File: config.mk
export PLATFORM = sky130hd
export DESIGN_NAME = bgr_ctrl
export DESIGN_NICKNAME = d
export VERILOG_FILES = /design/src/rtl/bgr_pkg.sv /design/src/rtl/bgr_ctrl.sv
export SDC_FILE = /design/constraint.sdc
export NUM_CORES = 1
export LEC_CHECK = 0
export ABC_AREA = 1
export BUFFER_PORTS_ARGS = -buffer_cell sky130_fd_sc_hd__clkbuf_2
export CORE_MARGIN = 5
export CORE_UTILIZATION = 30
export CTS_CLUSTER_DIAMETER = 80
export DETAILED_ROUTE_END_ITERATION = 6
export MAX_ROUTING_LAYER = met4
export SYNTH_ARGS = -nofsm -noshare
export SYNTH_HDL_FRONTEND = slang
export SYNTH_SLANG_ARGS = --single-unit
export TNS_END_PERCENT = 30
File: constraint.sdc
create_clock -name clk_i -period 1.8 [get_ports clk_i]
set_input_delay 0 -clock clk_i [delete_from_list [all_inputs] [get_ports clk_i]]
set_output_delay 0 -clock clk_i [all_outputs]
set_load 0.1 [all_outputs]
File: src/rtl/bgr_pkg.sv
// ----------------------------------------------------------------------------
// bgr_pkg
// Shared types and constants of the bitmap glyph row renderer: opcodes,
// register map, controller states and the command/status bundles.
// ----------------------------------------------------------------------------
package bgr_pkg;

  // input item opcodes
  localparam logic OP_WRITE  = 1'b0;
  localparam logic OP_RENDER = 1'b1;

  // configuration port
  localparam int          PADDR_W          = 3;
  localparam logic        REG_FIRST_CHAR   = 1'b0;
  localparam logic [7:0]  FIRST_CHAR_RESET = 8'd32;

  // controller states
  typedef enum logic [3:0] {
    S_IDLE,
    S_RD_W,
    S_RD_H,
    S_GOT_H,
    S_RED_SKIP,
    S_RED_HDR,
    S_START,
    S_EMPTY,
    S_ROW_RD,
    S_ROW_DATA,
    S_ROW_OUT
  } state_e;

  // font store read address source
  typedef enum logic [1:0] {
    RD_OFF,
    RD_OFF1,
    RD_BYTE
  } rd_sel_e;

  // controller to datapath
  typedef struct packed {
    logic    start;
    logic    wr_en;
    rd_sel_e rd_sel;
    logic    lat_w;
    logic    lat_h;
    logic    acc_skip;
    logic    acc_hdr;
    logic    acc_sub;
    logic    off_load;
    logic    cnt_inc;
    logic    row_init;
    logic    byte_rd;
    logic    byte_store;
    logic    row_next;
    logic    out_load_row;
    logic    out_load_empty;
  } cmd_t;

  // datapath to controller
  typedef struct packed {
    logic found;
    logic acc_ge;
    logic h_zero;
    logic nb_zero;
    logic last_byte;
    logic last_row;
    logic out_busy;
  } status_t;

endpackage

File: src/rtl/bgr_ctrl.sv
// ----------------------------------------------------------------------------
// bgr_ctrl
// Sequencer of the renderer: accepts requests, walks the glyph headers,
// reduces addresses and steps through the row bytes of the chosen glyph.
// ----------------------------------------------------------------------------
module bgr_ctrl (
  input  logic             clk_i,
  input  logic             rst_ni,
  input  logic             in_valid_i,
  output logic             in_ready_o,
  input  logic             opcode_i,
  input  bgr_pkg::status_t status_i,
  output bgr_pkg::cmd_t    cmd_o
);

  bgr_pkg::state_e state_q, state_d;

  // state register
  always_ff @(posedge clk_i or negedge rst_ni) begin
    if (!rst_ni) begin
      state_q <= bgr_pkg::S_IDLE;
    end else begin
      state_q <= state_d;
    end
  end

  // next state and commands
  always_comb begin
    state_d      = state_q;
    cmd_o        = '0;
    cmd_o.rd_sel = bgr_pkg::RD_OFF;
    in_ready_o   = 1'b0;
    case (state_q)
      bgr_pkg::S_IDLE: begin
        in_ready_o = 1'b1;
        if (in_valid_i) begin
          if (opcode_i == bgr_pkg::OP_WRITE) begin
            cmd_o.wr_en = 1'b1;
          end else begin
            cmd_o.start = 1'b1;
            state_d     = bgr_pkg::S_RD_W;
          end
        end
      end
      // width byte address out
      bgr_pkg::S_RD_W: begin
        cmd_o.rd_sel = bgr_pkg::RD_OFF;
        state_d      = bgr_pkg::S_RD_H;
      end
      // width byte back, height byte address out
      bgr_pkg::S_RD_H: begin
        cmd_o.rd_sel = bgr_pkg::RD_OFF1;
        cmd_o.lat_w  = 1'b1;
        state_d      = bgr_pkg::S_GOT_H;
      end
      // height byte back: skip this glyph or take it
      bgr_pkg::S_GOT_H: begin
        cmd_o.lat_h = 1'b1;
        if (status_i.found) begin
          cmd_o.acc_hdr = 1'b1;
          state_d       = bgr_pkg::S_RED_HDR;
        end else begin
          cmd_o.acc_skip = 1'b1;
          state_d        = bgr_pkg::S_RED_SKIP;
        end
      end
      // bring the next glyph address into the store range
      bgr_pkg::S_RED_SKIP: begin
        if (status_i.acc_ge) begin
          cmd_o.acc_sub = 1'b1;
        end else begin
          cmd_o.off_load = 1'b1;
          cmd_o.cnt_inc  = 1'b1;
          state_d        = bgr_pkg::S_RD_W;
        end
      end
      // bring the first row address into the store range
      bgr_pkg::S_RED_HDR: begin
        if (status_i.acc_ge) begin
          cmd_o.acc_sub = 1'b1;
        end else begin
          cmd_o.off_load = 1'b1;
          state_d        = bgr_pkg::S_START;
        end
      end
      bgr_pkg::S_START: begin
        if (status_i.h_zero) begin
          state_d = bgr_pkg::S_EMPTY;
        end else begin
          cmd_o.row_init = 1'b1;
          state_d        = bgr_pkg::S_ROW_RD;
        end
      end
      bgr_pkg::S_EMPTY: begin
        if (!status_i.out_busy) begin
          cmd_o.out_load_empty = 1'b1;
          state_d              = bgr_pkg::S_IDLE;
        end
      end
      // row byte address out
      bgr_pkg::S_ROW_RD: begin
        cmd_o.rd_sel = bgr_pkg::RD_BYTE;
        if (status_i.nb_zero) begin
          state_d = bgr_pkg::S_ROW_OUT;
        end else begin
          cmd_o.byte_rd = 1'b1;
          state_d       = bgr_pkg::S_ROW_DATA;
        end
      end
      // row byte back
      bgr_pkg::S_ROW_DATA: begin
        cmd_o.rd_sel     = bgr_pkg::RD_BYTE;
        cmd_o.byte_store = 1'b1;
        if (status_i.last_byte) begin
          state_d = bgr_pkg::S_ROW_OUT;
        end else begin
          state_d = bgr_pkg::S_ROW_RD;
        end
      end
      bgr_pkg::S_ROW_OUT: begin
        cmd_o.rd_sel = bgr_pkg::RD_BYTE;
        if (!status_i.out_busy) begin
          cmd_o.out_load_row = 1'b1;
          if (status_i.last_row) begin
            state_d = bgr_pkg::S_IDLE;
          end else begin
            cmd_o.row_next = 1'b1;
            state_d        = bgr_pkg::S_ROW_RD;
          end
        end
      end
      default: begin
        state_d = bgr_pkg::S_IDLE;
      end
    endcase
  end

endmodule

# Word level (Yosys, flattened, before mapping)

Cells that the tools add are included.

Reductions and logical operators: 3
Multiplexer cells: 37
Equality and inequality tests: 16

Operator list:

| operator           | count |
|---|---|
| $pmux 4 s11        | 1 |
| $mux 4             | 8 |
| $mux 1             | 18 |
| $eq 4x3->1 const B | 4 |
| $mux 2             | 7 |
| $eq 4x4->1 const B | 3 |
| $ne 2x2->1 const B | 6 |
| $eq 4x2->1 const B | 2 |
| $pmux 2 s2         | 2 |
| $reduce_and 6->1   | 1 |
| $eq 4x1->1 const B | 1 |
| $logic_not 4->1    | 1 |
| $mux 3             | 1 |
| $reduce_or 3->1    | 1 |

Output and inout port bits: 18
Logic and storage cells: 57
Input port bits: 11
Bits in registers: 4

# Logic depth before layout (Yosys ltp)

Word-level depth: 3
Gate-level depth with buffers: 10
Gate-level depth less buffers: 9

# Worst setup path after synthesis

Ideal clock, no wire load.

Kind: register -> output
From: register state_q[3]
To: output port cmd_o[10] (netlist name)
Cell stages (with the launch flop): 6
Arrival: 2.850 ns
Data required time: 1.800 ns
Slack: -1.050 ns
Path buffers: 0
Cells stage by stage: dfrtp_1 inv_1 nand2_1 nor2_2 inv_1 nor2_1

RTL lines:

| item                     | RTL line       | text |
|---|---|---|
| start: declaration       | bgr_ctrl.sv:16 | `bgr_pkg::state_e state_q, state_d;` |
| start signal: assignment | bgr_ctrl.sv:21 | `state_q <= bgr_pkg::S_IDLE;` |
| start signal: assignment | bgr_ctrl.sv:23 | `state_q <= state_d;` |
| end: declaration         | bgr_ctrl.sv:13 | `output bgr_pkg::cmd_t cmd_o` |

==> metrics.cfg <==
[critical_path]
crit_slowest_cell = sky130_fd_sc_hd__clkbuf_2
cp.required_ns = 1.80
rr_worst_depth = 7
critPathBufInv = 2
critical_path_cell_sequence = inv_2, nand2_2, nor2_2, nand2_1, nor2_1, clkbuf_2
worst_ep_arrival_time_ns = 1.64
crit-reg2reg-launch = state_q[1]$_DFFE_PN0P_
delay_heaviest_family_cp = buffers and inverters
startpoint_type = register
crit_type = register to output port
endpoint_kind = output port
regToRegEndpoint = state_q[0]$_DFFE_PN0P_
path_depth = 6
crit_path_max_fanout = 6
timing.critical_path.slowest_cell_delay_ns = 0.46
r2r_setup_slack_ns = 0.43

[finish]
top_register = state_q
final_layout_size_suffix_gt1_share_pct = 38.02
syn_to_final_growth_pct = 42.27
largest_reg_flops = 4
total_nets_final = 134
fillerInstances = 181
instances_no_fill = 137
commonest_non_fill_non_tap_cells_in_the_layout = 29 x sky130_fd_sc_hd__nand2_1, 25 x sky130_fd_sc_hd__clkbuf_2, 15 x sky130_fd_sc_hd__inv_1, 15 x sky130_fd_sc_hd__nor2_1, 5 x sky130_fd_sc_hd__nand3_1
mostFrequentLayoutCell = sky130_fd_sc_hd__nand2_1
antenna_cells_inserted = 0
biggestRegsByFlops = state_q x4

[timing]
tightestPinTransition_ns = 0.5454
setup-tns-final_ns = 0
report.final.slew_viol_count = 0
fin_ws_ns = 0.1583
fin_worst_skew_ns = 0.002560
whs_ns = 0.08602
timing.final.hold_violations = 0
max_freq_mhz = 609.1
fin_crit_sh_pct = 91.20
setup_viol = 0
final.min_clock_period_ns = 1.642
worst_slew_margin_rel_pct = 63.80
rsz0062_at_grt = no

[clock_tree]
clk_path_buf_depth = 2
tritoncts_clock_tree = built
cts_hold_fix_bufs = 1
cts.htree.levels = 1
cts_root_buffer = sky130_fd_sc_hd__clkbuf_4
post-cts-setup-buffer-count = 0
tritoncts.num_buffers = 3
cts.clk_slew.worst_paths_ns = 0.04
postCtsResizedCells = 0
clock_insertion_delay_worst_skew_ns = 0.24
clkSinkCount = 4

[worst_hold_path]
worst_hold_path.num_cells = 3
whs_endpoint = state_q[3]$_DFFE_PN0P_
timing.hold.worst.class = primary input to register
hold_path.startpoint = status_i[0]

[synth]
synth_compound_gate_area_share_pct = 5.412
synth_seq_area_share_pct = 20.62
synth_xor_area_share_pct = 0
syn-mean-instance-area_sq_um = 5.335
synthSimpleGateAreaFrac_pct = 56.19
synthMuxAreaShare_pct = 0
post_synthesis_share_of_cell_area_spent_on_full_adders_half_adders_and_majority_gates_pct = 0
synth_fp_nets = 102
syn_inst = 91
synthDistinctLibCells = 16
netlist_area_sq_um = 485.5
synth_top_family_by_area = simple AND/OR/NAND/NOR gates
seq_cells_post_synth = 4
ys_warn_count = 0

[drt]
route.detailed.wl_per_inst_microns = 10.27
detail_route.iter0.violations = 14
ant_nets = 0
number_of_remaining_drc_errors = 0
viasPerCell = 4.664
detailed_route_via_count = 639
route.final.wire_length_microns = 1407
drtPass1Iterations = 4

[placed_design]
dp_hpwl_microns = 1243
place.gp.congestion = 0.9396
placed_cells = 133
portBuffers = 28
post-place-ws_ns = 0.4065

[power]
power_density_cells_nw_per_um2 = 2005
worst_ir_drop_vdd_v = 0.0007006
total_power_uw = 1385
power.static_leakage_uw = 0.0004365

[run]
max_cap_violations = 0

[global_route]
pin_count_of_the_biggest_net_entering_global_routing = 9
initial_antenna_violation_count = 0
first_global_vias = 589
gr-usage-all-layers_pct = 12.89
grt.overflow.total = 0
first_pass_grt_wire_length_microns = 2484

[die]
rows = 14
floorplan.die.width_microns = 50.23
design.die.area_sq_um = 2523
core_area_sq_um = 1524
floorplan.initialDensity_pct = 31.86
floorplan.io_pins = 29
die_y_microns = 50.23

[outcome]
outcome = finished, final reports clean

-- worst max path at each step --
stage,slack (ns),startpoint,end
2_1_floorplan,-0.85,state_q[3]$_DFFE_PN0P_,cmd_o[0]
3_3_place_gp,0.41,state_q[1]$_DFFE_PN0P_,cmd_o[16]
3_5_place_dp,0.41,state_q[2]$_DFFE_PN0P_,cmd_o[2]
4_1_cts,0.14,state_q[2]$_DFFE_PN0P_,cmd_o[2]
5_1_grt,0.02,state_q[1]$_DFFE_PN0P_,cmd_o[9]
6_report,0.16,state_q[2]$_DFFE_PN0P_,cmd_o[2]
-- per-layer routing --
layer	vias up	wire length, microns	global-route usage (%)
met4	0	12	6.550
met5	-	0	-
met1	275	610	15.51
li1	335	-	-
met3	2	100	4.142
met2	27	683	19.04
-- report_power, final --
| group | switching (uW) | total [uW] | internal (uW) | leakage [uW] |
|---|---|---|---|---|
| clock | 37.9 | 113 | 74.7 | 0.0000138 |
| sequential | 61.8 | 186 | 125 | 0.0000516 |
| combinational | 885 | 1090 | 201 | 0.000371 |
-- layout make-up --
| cell class | instances | area (sq um) | share of cell area [%] |
|---|---|---|---|
| Inverter | 18 | 71.32 | 10.33 |
| Sequential cell | 4 | 100.1 | 14.49 |
| Tap cell | 16 | 20.02 | 2.899 |
| Multi-Input combinational cell | 67 | 319.1 | 46.20 |
| Clock buffer | 3 | 22.52 | 3.261 |
| Timing Repair Buffer | 29 | 157.7 | 22.83 |
-- worst register-to-register path: stages, from the launching register on --
cell                      delay, ns
sky130_fd_sc_hd__dfrtp_1       0.46
sky130_fd_sc_hd__nor2_1        0.21
sky130_fd_sc_hd__nand2_1       0.16
sky130_fd_sc_hd__o21ai_2       0.22
sky130_fd_sc_hd__inv_1         0.06
sky130_fd_sc_hd__nand2_1       0.08
sky130_fd_sc_hd__nand2_1       0.05
sky130_fd_sc_hd__nand2_1       0.06
-- cell usage after synthesis --
| cell type | count | area (sq um) |
|---|---|---|
| sky130_fd_sc_hd__a21oi_1 | 2 | 10.01 |
| sky130_fd_sc_hd__buf_4 | 1 | 7.510 |
| sky130_fd_sc_hd__buf_6 | 1 | 11.26 |
| sky130_fd_sc_hd__dfrtp_1 | 4 | 100.1 |
| sky130_fd_sc_hd__inv_1 | 16 | 60.06 |
| sky130_fd_sc_hd__inv_2 | 2 | 7.510 |
| sky130_fd_sc_hd__nand2_1 | 29 | 108.9 |
| sky130_fd_sc_hd__nand2_2 | 4 | 25.02 |
| sky130_fd_sc_hd__nand3_1 | 5 | 25.02 |
| sky130_fd_sc_hd__nand4_1 | 1 | 6.260 |
| sky130_fd_sc_hd__nor2_1 | 17 | 63.81 |
| sky130_fd_sc_hd__nor2_2 | 2 | 12.51 |
| sky130_fd_sc_hd__nor2_4 | 1 | 11.26 |
| sky130_fd_sc_hd__nor3_1 | 4 | 20.02 |
| sky130_fd_sc_hd__o211ai_1 | 1 | 7.510 |
| sky130_fd_sc_hd__o21ai_2 | 1 | 8.760 |
-- logic make-up (layout without fill, tap and decap cells) --
logic type | count (synthesis) | after routing
and+or+nand+nor | 63 | 63
buffers and inverters | 20 | 50
AOI/OAI and AO/OA | 4 | 4
DFF | 4 | 4
-- metrics by stage --
stage | util, % | instance area, sq um
5_1_grt | 45.32 | 690.7
4_1_cts | 45.32 | 690.7
3_5_place_dp | 43.19 | 658.1
6_report | 45.32 | 690.7
2_1_floorplan | - | 509.2
3_3_place_gp | 43.19 | 658.1
(Power assumes the default switching activity.)
